**src/eecr_pkg.sv**
```systemverilog
// Shared types, constants and arithmetic helpers for the ECEF to ENU covariance rotator.
package eecr_pkg;

  localparam int DATA_W        = 48;
  localparam int ANGLE_W       = 32;
  localparam int TRIG_W        = 32;
  localparam int CORDIC_W      = 34;
  localparam int CORDIC_STAGES = 30;
  localparam int NUM_ELEM      = 9;
  localparam int LO_BITS       = DATA_W / 2;
  localparam int LO_W          = LO_BITS + 1 + TRIG_W;
  localparam int HI_W          = DATA_W - LO_BITS + TRIG_W;
  localparam int ACC_W         = DATA_W + TRIG_W + 4;
  localparam int RND_W         = ACC_W - 30;
  localparam int IN_TDATA_W    = 2 * ANGLE_W + NUM_ELEM * DATA_W;
  localparam int OUT_TDATA_W   = NUM_ELEM * DATA_W;
  // CORDIC: 1 setup + 30 micro-rotations + 1 unfold/clamp
  localparam int CORDIC_LAT    = CORDIC_STAGES + 2;
  localparam int ROT_LAT       = CORDIC_LAT + 1;
  localparam int LANE_LAT      = 4;
  localparam int PIPE_LAT      = ROT_LAT + LANE_LAT;

  localparam logic signed [CORDIC_W-1:0] CORDIC_X0 = CORDIC_W'(652032874);
  localparam logic signed [TRIG_W-1:0]   ONE_Q30   = TRIG_W'(32'h4000_0000);

  typedef logic signed [TRIG_W-1:0]          trig_t;
  typedef logic signed [CORDIC_W-1:0]        cval_t;
  typedef logic signed [RND_W-1:0]           rnd_t;
  typedef logic [2:0][TRIG_W-1:0]            rrow_t;
  typedef logic [NUM_ELEM-1:0][DATA_W-1:0]   cov_vec_t;

  function automatic cval_t atan_val(input int unsigned idx);
    logic [31:0] v;
    case (idx)
      0:  v = 32'h20000000;  1:  v = 32'h12E4051E;  2:  v = 32'h09FB385B;
      3:  v = 32'h051111D4;  4:  v = 32'h028B0D43;  5:  v = 32'h0145D7E1;
      6:  v = 32'h00A2F61E;  7:  v = 32'h00517C55;  8:  v = 32'h0028BE53;
      9:  v = 32'h00145F2F;  10: v = 32'h000A2F98;  11: v = 32'h000517CC;
      12: v = 32'h00028BE6;  13: v = 32'h000145F3;  14: v = 32'h0000A2FA;
      15: v = 32'h0000517D;  16: v = 32'h000028BE;  17: v = 32'h0000145F;
      18: v = 32'h00000A30;  19: v = 32'h00000518;  20: v = 32'h0000028C;
      21: v = 32'h00000146;  22: v = 32'h000000A3;  23: v = 32'h00000051;
      24: v = 32'h00000029;  25: v = 32'h00000014;  26: v = 32'h0000000A;
      27: v = 32'h00000005;  28: v = 32'h00000003;  29: v = 32'h00000001;
      default: v = 32'h0;
    endcase
    return CORDIC_W'(v);
  endfunction

  function automatic trig_t clamp_q30(input cval_t v);
    trig_t r;
    if (v > CORDIC_W'(ONE_Q30)) begin
      r = ONE_Q30;
    end else if (v < -CORDIC_W'(ONE_Q30)) begin
      r = -ONE_Q30;
    end else begin
      r = v[TRIG_W-1:0];
    end
    return r;
  endfunction

  // Q2.30 product, round half up by floor shift
  function automatic trig_t mul_q30(input trig_t a, input trig_t b);
    logic signed [2*TRIG_W-1:0] p;
    p = a * b;
    p = p + (2*TRIG_W)'(32'h2000_0000);
    return p[TRIG_W+29:30];
  endfunction

  function automatic logic [DATA_W-1:0] sat_data(input rnd_t v);
    logic [DATA_W-1:0] r;
    if ((&v[RND_W-1:DATA_W-1]) || !(|v[RND_W-1:DATA_W-1])) begin
      r = v[DATA_W-1:0];
    end else if (v[RND_W-1]) begin
      r = {1'b1, {(DATA_W-1){1'b0}}};
    end else begin
      r = {1'b0, {(DATA_W-1){1'b1}}};
    end
    return r;
  endfunction

endpackage

```
**src/eecr_merge.sv**
```systemverilog
// Saturates the lane sums into one word and holds it in an output register with skid.
module eecr_merge import eecr_pkg::*; (
  input  logic                   clk,
  input  logic                   rst_n,
  input  logic                   pipe_vld,
  input  rnd_t                   acc [NUM_ELEM],
  output logic                   pipe_en,
  output logic                   out_tvalid,
  input  logic                   out_tready,
  output logic [OUT_TDATA_W-1:0] out_tdata
);

  logic [OUT_TDATA_W-1:0] sat_word;
  logic [OUT_TDATA_W-1:0] out_r, skid_r;
  logic                   out_v_r, skid_v_r;
  logic                   take;

  always_comb begin
    for (int n = 0; n < NUM_ELEM; n++) begin
      sat_word[n*DATA_W +: DATA_W] = sat_data(acc[n]);
    end
  end

  assign take    = out_v_r && out_tready;
  assign pipe_en = !skid_v_r;

  always_ff @(posedge clk) begin
    if (!rst_n) begin
      out_v_r  <= 1'b0;
      skid_v_r <= 1'b0;
    end else if (skid_v_r) begin
      if (take) begin
        out_r    <= skid_r;
        skid_v_r <= 1'b0;
      end
    end else if (pipe_vld) begin
      if (!out_v_r || take) begin
        out_r   <= sat_word;
        out_v_r <= 1'b1;
      end else begin
        // park the word while the sink stalls
        skid_r   <= sat_word;
        skid_v_r <= 1'b1;
      end
    end else if (take) begin
      out_v_r <= 1'b0;
    end
  end

  assign out_tvalid = out_v_r;
  assign out_tdata  = out_r;

  a_skid_needs_out: assert property (@(posedge clk) disable iff (!rst_n)
    skid_v_r |-> out_v_r) else $error("skid holds a word while output is empty");

  a_skid_fills: assert property (@(posedge clk) disable iff (!rst_n)
    (pipe_vld && !skid_v_r && out_v_r && !out_tready) |=> skid_v_r)
    else $error("stalled word not parked");

  a_skid_drains: assert property (@(posedge clk) disable iff (!rst_n)
    (skid_v_r && out_tready) |=> (out_v_r && !skid_v_r))
    else $error("skid did not drain into output");

endmodule

```
**config.mk**
```make
export PLATFORM = sky130hd
export DESIGN_NAME = eecr_merge
export DESIGN_NICKNAME = d
export VERILOG_FILES = /design/src/eecr_pkg.sv /design/src/eecr_merge.sv
export SDC_FILE = /design/constraint.sdc
export NUM_CORES = 1
export LEC_CHECK = 0
export ABC_CLOCK_PERIOD_IN_PS = 52500
export BUFFER_PORTS_ARGS = -buffer_cell sky130_fd_sc_hd__buf_2
export CAP_MARGIN = 20
export CORE_AREA = 4 4 354 356
export DETAILED_ROUTE_END_ITERATION = 10
export DIE_AREA = 0 0 358 360
export HOLD_SLACK_MARGIN = 0.03
export PLACE_DENSITY_LB_ADDON = 0.08
export SYNTH_ARGS = -nofsm -noshare
export SYNTH_HDL_FRONTEND = slang
export SYNTH_SLANG_ARGS = --single-unit
export TNS_END_PERCENT = 100
```
**constraint.sdc**
```tcl
create_clock -name clk -period 52.5 [get_ports clk]
set_input_delay 2.625 -clock clk [delete_from_list [all_inputs] [get_ports clk]]
set_output_delay 2.625 -clock clk [all_outputs]
set_load 0.005 [all_outputs]
```
# == Word-level counts from Yosys, hierarchy flattened ==
# Index checks and enable logic that the tools add are counted.
# totals
out_inout_bits,434
reg_bits,866
inputBits,490
# classes
bitwise,2
n_reduce_logical,46
n_eq_ne,2
n_mux,29
# op_table
operator,count
$mux 432,4
$mux 48,18
$reduce_and 7->1,9
$reduce_or 7->1,9
$logic_not 1->1,11
$logic_or 1x1->1,10
$reduce_and 4->1,2
$mux 1,7
$reduce_bool 2->1,3
$ne 2x1->1 const B,2
$reduce_and 3->1,1
$not 1->1,2
$logic_and 1x1->1,1

# == Longest topological paths before layout ==
# Gate-level depths: netlist of run 1.
# logic_depth
word_depth,7
ltp_mapped,7
ltp_nobuf,4

# == Worst setup path after synthesis of run 1 ==
# No wires, ideal clock.
# synth_path
kind,input-to-reg
from,input port out_tready
to,register skid_r[0] (enable)
cell_stages,1
arrival_time_ns,47.144
path_slack_ns,2.902
t_required_ns,50.046
path_cell_list,nor4b_1
# synth_via
elab_chain_cells,4
# synth_rtl
element,line_no,source
start: declaration,eecr_merge.sv:9,"input logic out_tready,"
$logic_and 1x1->1,eecr_merge.sv:24,assign take = out_v_r && out_tready;
$logic_or 1x1->1,eecr_merge.sv:37,if (!out_v_r || take) begin
$not 1->1 (no line),n/a,
$reduce_and 4->1 (no line),n/a,
end signal: assignment,eecr_merge.sv:42,skid_r <= sat_word;
end: declaration,eecr_merge.sv:14,"logic [OUT_TDATA_W-1:0] out_r, skid_r;"
# Every way passes these cells.
# A chain may end at the register's enable or synchronous reset.

# == Worst setup path after layout of run 1 ==
# layout_path
from,input port pipe_vld
to,register skid_r[333] (enable)
# layout_via
elab_chain_cells,1
# layout_rtl
element,line_no,source
start: declaration,eecr_merge.sv:5,"input logic pipe_vld,"
$reduce_and 4->1 (no line),n/a,
# Every way passes these cells.

==> results of run 1 <==
kinds of logic (layout without fill, tap and decap cells):
group	count (synthesis)	in the layout
and+or+nand+nor	530	530
DFF	866	866
buffers and inverters	326	1203
AOI/OAI and AO/OA	816	816
other	0	48
muxes	8	8
through the flow:
step / power (W) / area (um2)
after detailed placement: 0.000972 / 43500
after floorplan: 0.000923 / 37800
after global placement: 0.000969 / 43500
after global routing: 0.00167 / 46600
after CTS: 0.00163 / 46500
final: 0.00160 / 46700
worst min-delay path, cell delays in order, from the launching register on:
cell      delay [ns]
edfxtp_1        0.32
nand2_1         0.05
o311ai_1        0.06
power groups by stage:
stage,Sequential [W],Clock [W],Combinational (W)
after floorplan,0.000842,0,0.0000814
after global placement,0.000818,0,0.000151
after detailed placement,0.000818,0,0.000154
after CTS,0.000804,0.000669,0.000154
after global routing,0.000805,0.000696,0.000167
final,0.000804,0.000645,0.000151
layout make-up:
type	instances	area share, %
clock inverter	39	0.512
tap	1625	4.36
timing repair buffer	971	10.9
antenna	48	0.257
inverter	51	0.410
sequential	866	55.7
multi-input combinational	1354	22.0
clock buffer	142	5.84
registers in the layout, summed over array words and instances, names as in the netlist:
signal      flops
out_tdata     432
out_tvalid      1
skid_r        432
skid_v_r        1
placed cells by master, fill, tap and decap left out, types with 23 or more instances in the layout:
master,netlist,layout
o311ai_1,23,23
o311ai_0,24,24
diode_2,0,48
nand2_1,144,144
edfxtp_1,864,864
a221o_1,329,329
clkbuf_16,0,103
a2bb2oi_1,47,47
a21o_1,330,330
buf_2,46,923
nor2b_1,329,329
o21ai_0,51,51
buf_4,49,39
clkbuf_1,141,39
inv_1,51,51
worst paths after layout:
path | start | endpoint | slack [ns]
setup / recovery | pipe_vld | skid_r[333] | 45.37
hold / removal | skid_r[27] | out_tdata[27] | 0.51
setup reg to reg | skid_v_r | skid_r[333] | 46.07
hold reg to reg | skid_r[27] | out_tdata[27] | 0.51
routing by layer:
layer	share of wire [%]	GRT usage, %	vias up
li1	-	-	11695
met1	36	20.0	12367
met2	48	30.3	948
met3	11	8.00	286
met4	4.4	8.14	58
met5	0.33	0	-
==> impl_metrics.toml, run 1 <==
[setup_path]
cp_slowest_cell = "buf_4"
cp_num_buf_inv = 6
max_stage_delay_ns = 0.89
crit_cells = 8
worst-setup-path-type = "in2reg"
cp_max_fo = 72
worstPathCellList = "buf_2, nand2_1, nor4b_2, buf_4, buf_4, buf_4, buf_4, buf_4"
startpoint_type = "input port"
path_delay_family = "buffers and inverters"
crit_path_frequent_cell = "buf_4"
rr_worst_depth = 9
crit_arrival_ns = 7.40
required_ns = 52.78
end_kind = "register"

[finish]
nets = 3836
fin_cells = 5096
syn2layout_area_growth_pct = 23.4
postLayoutCoreUtil_pct = 38.3
register_area_um2 = 26000
drive_above_1_share_pct = 33.4
multi_input_area_um2 = 10300
fillers = 11848

[power_and_ir_drop]
power.switching_w = 0.000375
seqPwrFrac_pct = 50.2
switching_share_pct = 23.4
ir_drop_uv = 29.6
clockPowerShare_pct = 40.3
combPwrFrac_pct = 9.5
p_int_w = 0.00123
power_density_nw_per_um2 = 34.3
leakagePower_nw = 18.6

[cts]
cts-root-buf = "clkbuf_16"
h-tree-depth = 3
cts_tree = "done"
cts_resized = 0
hold_buffers = 0
post_cts_buffers = 0
insertion_delay_ns = 0.67
cts_sinks = 866
cts-buffers-inserted = 102
clkTransAtPathRegs_ns = 0.06
cts.path.max_buffers = 3

[placed_design]
place.gp.congestion = 0.810
dp_cells = 4866
dp_hpwl_um = 84900
pre_cts_slack_ns = 44.58
portBuffers = 923

[floorplanning]
core_um2 = 122000
start_util_pct = 31.0
fp.dieArea_um2 = 129000
die_h_um = 360
io_pins = 924
dieWidth_um = 358
rows = 128

[timing]
setup_tns_ns = 0
maxSlewHeadroom_pct = 27.5
rsz0062_at_grt = "no"
holdWs_ns = 0.515
worst_pin_slew_ns = 1.09
setup_violations = 0
period_minus_slack_ns = 7.13
setup_ws_ns = 45.37
hold_violations = 0
fmax_ghz = 0.140
period_share_pct = 13.6
maxSlewViolCount = 0
skew_ns = 0.0250

[synth]
ys.flop_type = "edfxtp_1"
synth_most_common_cell = "edfxtp_1"
synthXorXnorAreaFrac_pct = 0
synth_seq_cells = 866
syn-num-nets = 3036
synth_top_cell_area_share_pct = 68.7
yosys_warnings = 0
synth_async_sr_flop_share_pct = 0
netlist_area_um2 = 37800
synth_mux_area_share_pct = 0.238
synth_top_area_cell = "edfxtp_1"
synth_top_family_by_area = "compound AO/OA/AOI/OAI gates"
synth_compound_area_share_pct = 18.4
seq_area_frac_synth_pct = 68.8
yosys-top-cells-area = "edfxtp_1 (69%), a221o_1 (8.7%), a21o_1 (6.6%)"
synth.avg_cell_area_um2 = 14.8
synthAdderAreaFrac_pct = 0
yosysUniqueCellTypes = 35
synth_common_cells = "edfxtp_1 (864), a21o_1 (330), a221o_1 (329), nor2b_1 (329), nand2_1 (144)"
synth-edff-count = 864
yosys.area_share.simple_pct = 8.09
syn_inst = 2546

[global_route]
grt_pass1_wl_um = 174000
grt_max_degree = 193
grtUsageTotal_pct = 18.2
grt_pass1_vias = 25152
overflow = 0
antenna_found_initial = 101

[route]
via_count = 25354
ant_nets = 0
drc = 0
wirelength_um = 123000
first_pass_iters = 5
via_per_inst = 4.98
drt_iter0_markers = 1787
post_drt_wl_per_cell_um = 24.2

[worst_hold_path]
whs_path_depth = 2
min_path_type = "reg2reg"

[status]
status = "completed"

[job]
cap_violations = 0
No activity file was read; power rests on OpenSTA's default activity.
==> inputs of run 2 (changes only) <==
Settings changed: ABC_CLOCK_PERIOD_IN_PS 52500 to 6300.
Clock period 52.5 ns to 6.3 ns, I/O delays scaled along.
==> impl_metrics.toml, run 2 (same netlist as run 1, synthesis figures left out) <==
[placed_design]
portBuffers = 923
dp_hpwl_um = 81300
placed_area_um2 = 43500
place.gp.congestion = 0.808
pre_cts_slack_ns = 2.88

[route]
first_pass_iters = 5
ant_nets = 0
drc = 0
wirelength_um = 124000
post_drt_wl_per_cell_um = 22.6
via_per_inst = 4.87
via_count = 26780
drt_iter0_markers = 1753

[floorplanning]
fp.dieArea_um2 = 129000
io_pins = 924
die_h_um = 360
dieWidth_um = 358
start_util_pct = 31.0
core_um2 = 122000
rows = 128

[setup_path]
end_kind = "register"
required_ns = 6.72
cp_max_fo = 185
startpoint_type = "register"
crit_arrival_ns = 3.79
reg2reg_slack_ns = 2.93
worst-setup-path-type = "reg2reg"

[cts]
cts.path.max_buffers = 3
cts-root-buf = "clkbuf_16"
cts-buffers-inserted = 103
clkTransAtPathRegs_ns = 0.06
cts_sinks = 866
post_cts_buffers = 0
h-tree-depth = 3
hold_buffers = 425
cts_resized = 0
cts_tree = "done"
insertion_delay_ns = 0.68

[timing]
fmax_ghz = 0.297
worst_pin_slew_ns = 1.14
maxSlewViolCount = 0
rsz0062_at_grt = "no"
period_share_pct = 53.5
period_minus_slack_ns = 3.37
maxSlewHeadroom_pct = 24.2
skew_ns = 0.0302
setup_ws_ns = 2.93
setup_violations = 0
hold_violations = 0

[finish]
postLayoutCoreUtil_pct = 42.0
drive_above_1_share_pct = 30.1
layout_common_cells = "buf_2 (923), edfxtp_1 (864), dlygate4sd3_1 (425)"
syn2layout_area_growth_pct = 35.3
finalInstanceArea_um2 = 51100
final_common_cell = "buf_2"
fillers = 11476
nets = 4260

[global_route]
overflow = 0
grt_pass1_wl_um = 179000
grt_pass1_vias = 27101
grtUsageTotal_pct = 18.3
grt_max_degree = 186
antenna_found_initial = 27

[status]
status = "completed"

[power_and_ir_drop]
leakagePower_nw = 20.6
ir_drop_uv = 188
total_power_w = 0.0140
power_density_nw_per_um2 = 274

[worst_hold_path]
min_path_type = "in2reg"

[job]
cap_violations = 0
run 2: path summary, 6_finish.rpt:
kind,start,cells past startpoint,endpoint
worst max-delay path,skid_v_r,5,out_tdata[238]
worst min-delay path,acc[453],3,skid_r[21]
worst max register to register,skid_v_r,5,out_tdata[238]
worst min register to register,skid_r[37],2,out_tdata[37]
run 2: metrics by stage:
step | setup TNS [ns] | instances | hold slack, ns
2_1_floorplan | -4737.08 | 2546 | 0.457
6_report | 0 | 5500 | 0.0753
5_1_grt | 0 | 5495 | 0.0697
4_1_cts | 0 | 5480 | 0.0353
3_5_place_dp | 0 | 4864 | 0.520
3_3_place_gp | 0 | 4863 | 0.516
run 2: layout make-up:
cell class | count | area, um2 | area share [%]
timing repair buffer | 1394 | 9320 | 18.2
tap | 1625 | 2030 | 3.98
inverter | 51 | 194 | 0.379
clock buffer | 123 | 2720 | 5.31
antenna | 19 | 47.5 | 0.0930
sequential | 866 | 26000 | 50.8
multi-input combinational | 1354 | 10300 | 20.1
clock inverter | 68 | 528 | 1.03
run 2: worst max-delay path: stages (launching register included):
cell and delay (ns):
dfxtp_4 0.82, buf_12 0.45, buf_4 0.81, nor3_2 0.08, buf_4 0.35, a221o_1 0.35
run 2: per-layer routing:
layer / track usage, % / up-vias / share of wire [%]
met4: 5.61 / 8 / 2.9
met5: 0 / - / 0.031
li1: - / 12494 / -
met2: 32.0 / 876 / 50
met1: 21.8 / 13225 / 40
met3: 5.02 / 177 / 7.1
run 2: report_power, final:
group | internal (W) | total [W] | switching (W)
logic | 0.000716 | 0.00150 | 0.000780
clock network | 0.00338 | 0.00580 | 0.00241
registers | 0.00663 | 0.00670 | 0.0000709
total | 0.0107 | 0.0140 | 0.00327
==> inputs of run 3 (changes only) <==
Settings changed: ABC_AREA set to 1, ABC_CLOCK_PERIOD_IN_PS 6300 to 3400, CORE_AREA 4 4 354 356 to 4 4 356 358, DIE_AREA 0 0 358 360 to 0 0 360 362.
Clock period 6.3 ns to 3.4 ns, I/O delays scaled along.
==> impl_metrics.toml, run 3 <==
[synth]
synthXorXnorAreaFrac_pct = 0
yosysUniqueCellTypes = 18
synth_most_common_cell = "nand2_1"
syn_inst = 3334
yosys-top-cells-area = "edfxtp_1 (72%), nand2_1 (22%), nand2_2 (1.7%)"
syn-num-nets = 3824
synth.avg_cell_area_um2 = 10.8
synth_mux_area_share_pct = 0
synth_compound_area_share_pct = 0.458
synth_top_cell_area_share_pct = 72.0
ys.flop_type = "edfxtp_1"
synth_top_family_by_area = "simple AND/OR/NAND/NOR gates"
yosys_warnings = 0
yosys.area_share.simple_pct = 23.9
synth_async_sr_flop_share_pct = 0
synth_top_area_cell = "edfxtp_1"
synth_seq_cells = 866
netlist_area_um2 = 36000
synthAdderAreaFrac_pct = 0
seq_area_frac_synth_pct = 72.1
synth-edff-count = 864
synth_common_cells = "nand2_1 (2081), edfxtp_1 (864), nand2_2 (99)"

[power_and_ir_drop]
combPwrFrac_pct = 9.0
p_int_w = 0.0196
ir_drop_uv = 395
clockPowerShare_pct = 42.6
leakagePower_nw = 21.2
switching_share_pct = 23.6
power_density_nw_per_um2 = 509
seqPwrFrac_pct = 48.4
power.switching_w = 0.00604
total_power_w = 0.0256

[floorplanning]
io_pins = 924
die_h_um = 362
dieWidth_um = 360
rows = 129
start_util_pct = 29.2
fp.dieArea_um2 = 130000
core_um2 = 123000

[cts]
insertion_delay_ns = 0.68
h-tree-depth = 3
cts_resized = 0
clkTransAtPathRegs_ns = 0.06
cts.path.max_buffers = 3
cts-root-buf = "clkbuf_16"
cts_tree = "done"
cts_sinks = 866
cts-buffers-inserted = 101

[placed_design]
place.gp.congestion = 0.809
pre_cts_slack_ns = 0.955
dp_hpwl_um = 86600
portBuffers = 923

[finish]
nets = 5158
register_area_um2 = 26000
final_common_cell = "nand2_1"
fillers = 12163
multi_input_area_um2 = 9020
syn2layout_area_growth_pct = 39.5
postLayoutCoreUtil_pct = 40.8
layout_common_cells = "nand2_1 (2079), buf_2 (923), edfxtp_1 (864)"
drive_above_1_share_pct = 26.7

[timing]
skew_ns = 0.0248
period_share_pct = 70.9
rsz0062_at_grt = "no"
hold_violations = 0
maxSlewHeadroom_pct = 21.4
worst_pin_slew_ns = 1.18
holdWs_ns = 0.120
fmax_ghz = 0.415
setup_ws_ns = 0.990
maxSlewViolCount = 0
setup_violations = 0
period_minus_slack_ns = 2.41

[setup_path]
cp_slowest_cell = "dfxtp_4"
r2r-end = "out_tdata[302]"
startpoint = "skid_v_r"
worstPathCellList = "o21ai_2, nor2_4, buf_4"
cp_num_buf_inv = 1
worst-setup-path-type = "reg2reg"
rr_worst_depth = 3
max_stage_delay_ns = 0.82
crit_arrival_ns = 2.71
path_delay_family = "flip-flops"
end_kind = "register"
required_ns = 3.70
crit_cells = 3
reg2reg_slack_ns = 0.99
r2r-start = "skid_v_r"
startpoint_type = "register"
cp_max_fo = 51

[job]
cap_violations = 0

[worst_hold_path]
hold_start = "pipe_vld"
min_path_type = "in2reg"
min_to = "skid_r[397]"
whs_path_depth = 4

[route]
ant_nets = 0
wirelength_um = 128000
drc = 0
via_per_inst = 4.35
via_count = 27850
post_drt_wl_per_cell_um = 20.0
first_pass_iters = 8
drt_iter0_markers = 1798

[global_route]
grt_pass1_vias = 28531
overflow = 0
antenna_found_initial = 9
grt_max_degree = 167
grt_pass1_wl_um = 187000
grtUsageTotal_pct = 19.0

[status]
status = "completed"
==> run 3: cell types whose count changed after synthesis, sizes merged, moves of 22 or more <==
| cell | previous run | this run |
|---|---|---|
| a21o | 330 | 0 |
| a221o | 329 | 0 |
| a2bb2oi | 47 | 0 |
| clkbuf | 142 | 60 |
| inv | 51 | 13 |
| nand2 | 144 | 2180 |
| nor2 | 10 | 48 |
| nor2b | 329 | 0 |
| o21ai | 51 | 29 |
| o311ai | 47 | 0 |
==> run 3: area by class of cell <==
type	instances	share of cell area (%)
Multi-Input combinational cell	2260	17.9
Inverter	13	0.112
Timing Repair Buffer	1426	19.6
Sequential cell	866	51.7
Clock buffer	118	5.24
Tap cell	1637	4.07
Antenna cell	7	0.0348
Clock inverter	69	1.30
==> run 3: kinds of logic after synthesis <==
group                  after synthesis
AOI/OAI and AO/OA                   31
buffers and inverters              208
DFF                                866
and+or+nand+nor                   2229
==> run 3: worst min-delay path: stages <==
cell and delay [ns]:
buf_2 0.13, nand3_4 0.08, nor2_4 0.05, buf_12 0.16
==> run 3: power groups by stage <==
stage	clock, W	sequential (W)	combinational (W)
CTS	0.0112	0.0124	0.00236
finish	0.0109	0.0124	0.00232
detailed placement	0	0.0126	0.00194
global route	0.0117	0.0124	0.00257
global placement	0	0.0126	0.00193
floorplan	0	0.0127	0.000812
==> run 3: metrics by stage <==
stage / instance area, um2 / instances / TNS (ns)
global route: 50300 / 6393 / 0
finish: 50300 / 6396 / 0
global placement: 42600 / 5766 / 0
detailed placement: 42600 / 5766 / 0
CTS: 50300 / 6389 / 0
floorplan: 36100 / 3334 / -3428.45
==> run 3: per-layer routing <==
metal / wire, um / track usage, % / vias to the layer above / part of all wire [%]
met5: 34 / 0 / - / 0.027
met4: 5120 / 7.57 / 6 / 4.0
met3: 8820 / 4.94 / 195 / 6.9
met2: 60700 / 31.2 / 936 / 47
met1: 53600 / 23.9 / 13165 / 42
li1: - / - / 13548 / -
==> run 3: how the worst max path moves through the flow <==
stage	endpoint	slack, ns
CTS	pipe_en	0.92
global route	out_tdata[305]	0.84
global placement	out_tdata[302]	0.96
detailed placement	out_tdata[302]	0.96
floorplan	skid_r[0]	-3.97
finish	out_tdata[302]	0.99
==> run 3: repair_timing <==
| item | in CTS | in global routing |
|---|---|---|
| endpoints found under the hold margin | 871 | 0 |
| endpoints found under the setup margin | 0 | 0 |
| hold buffers | 436 | 0 |
| setup buffers | 0 | 0 |
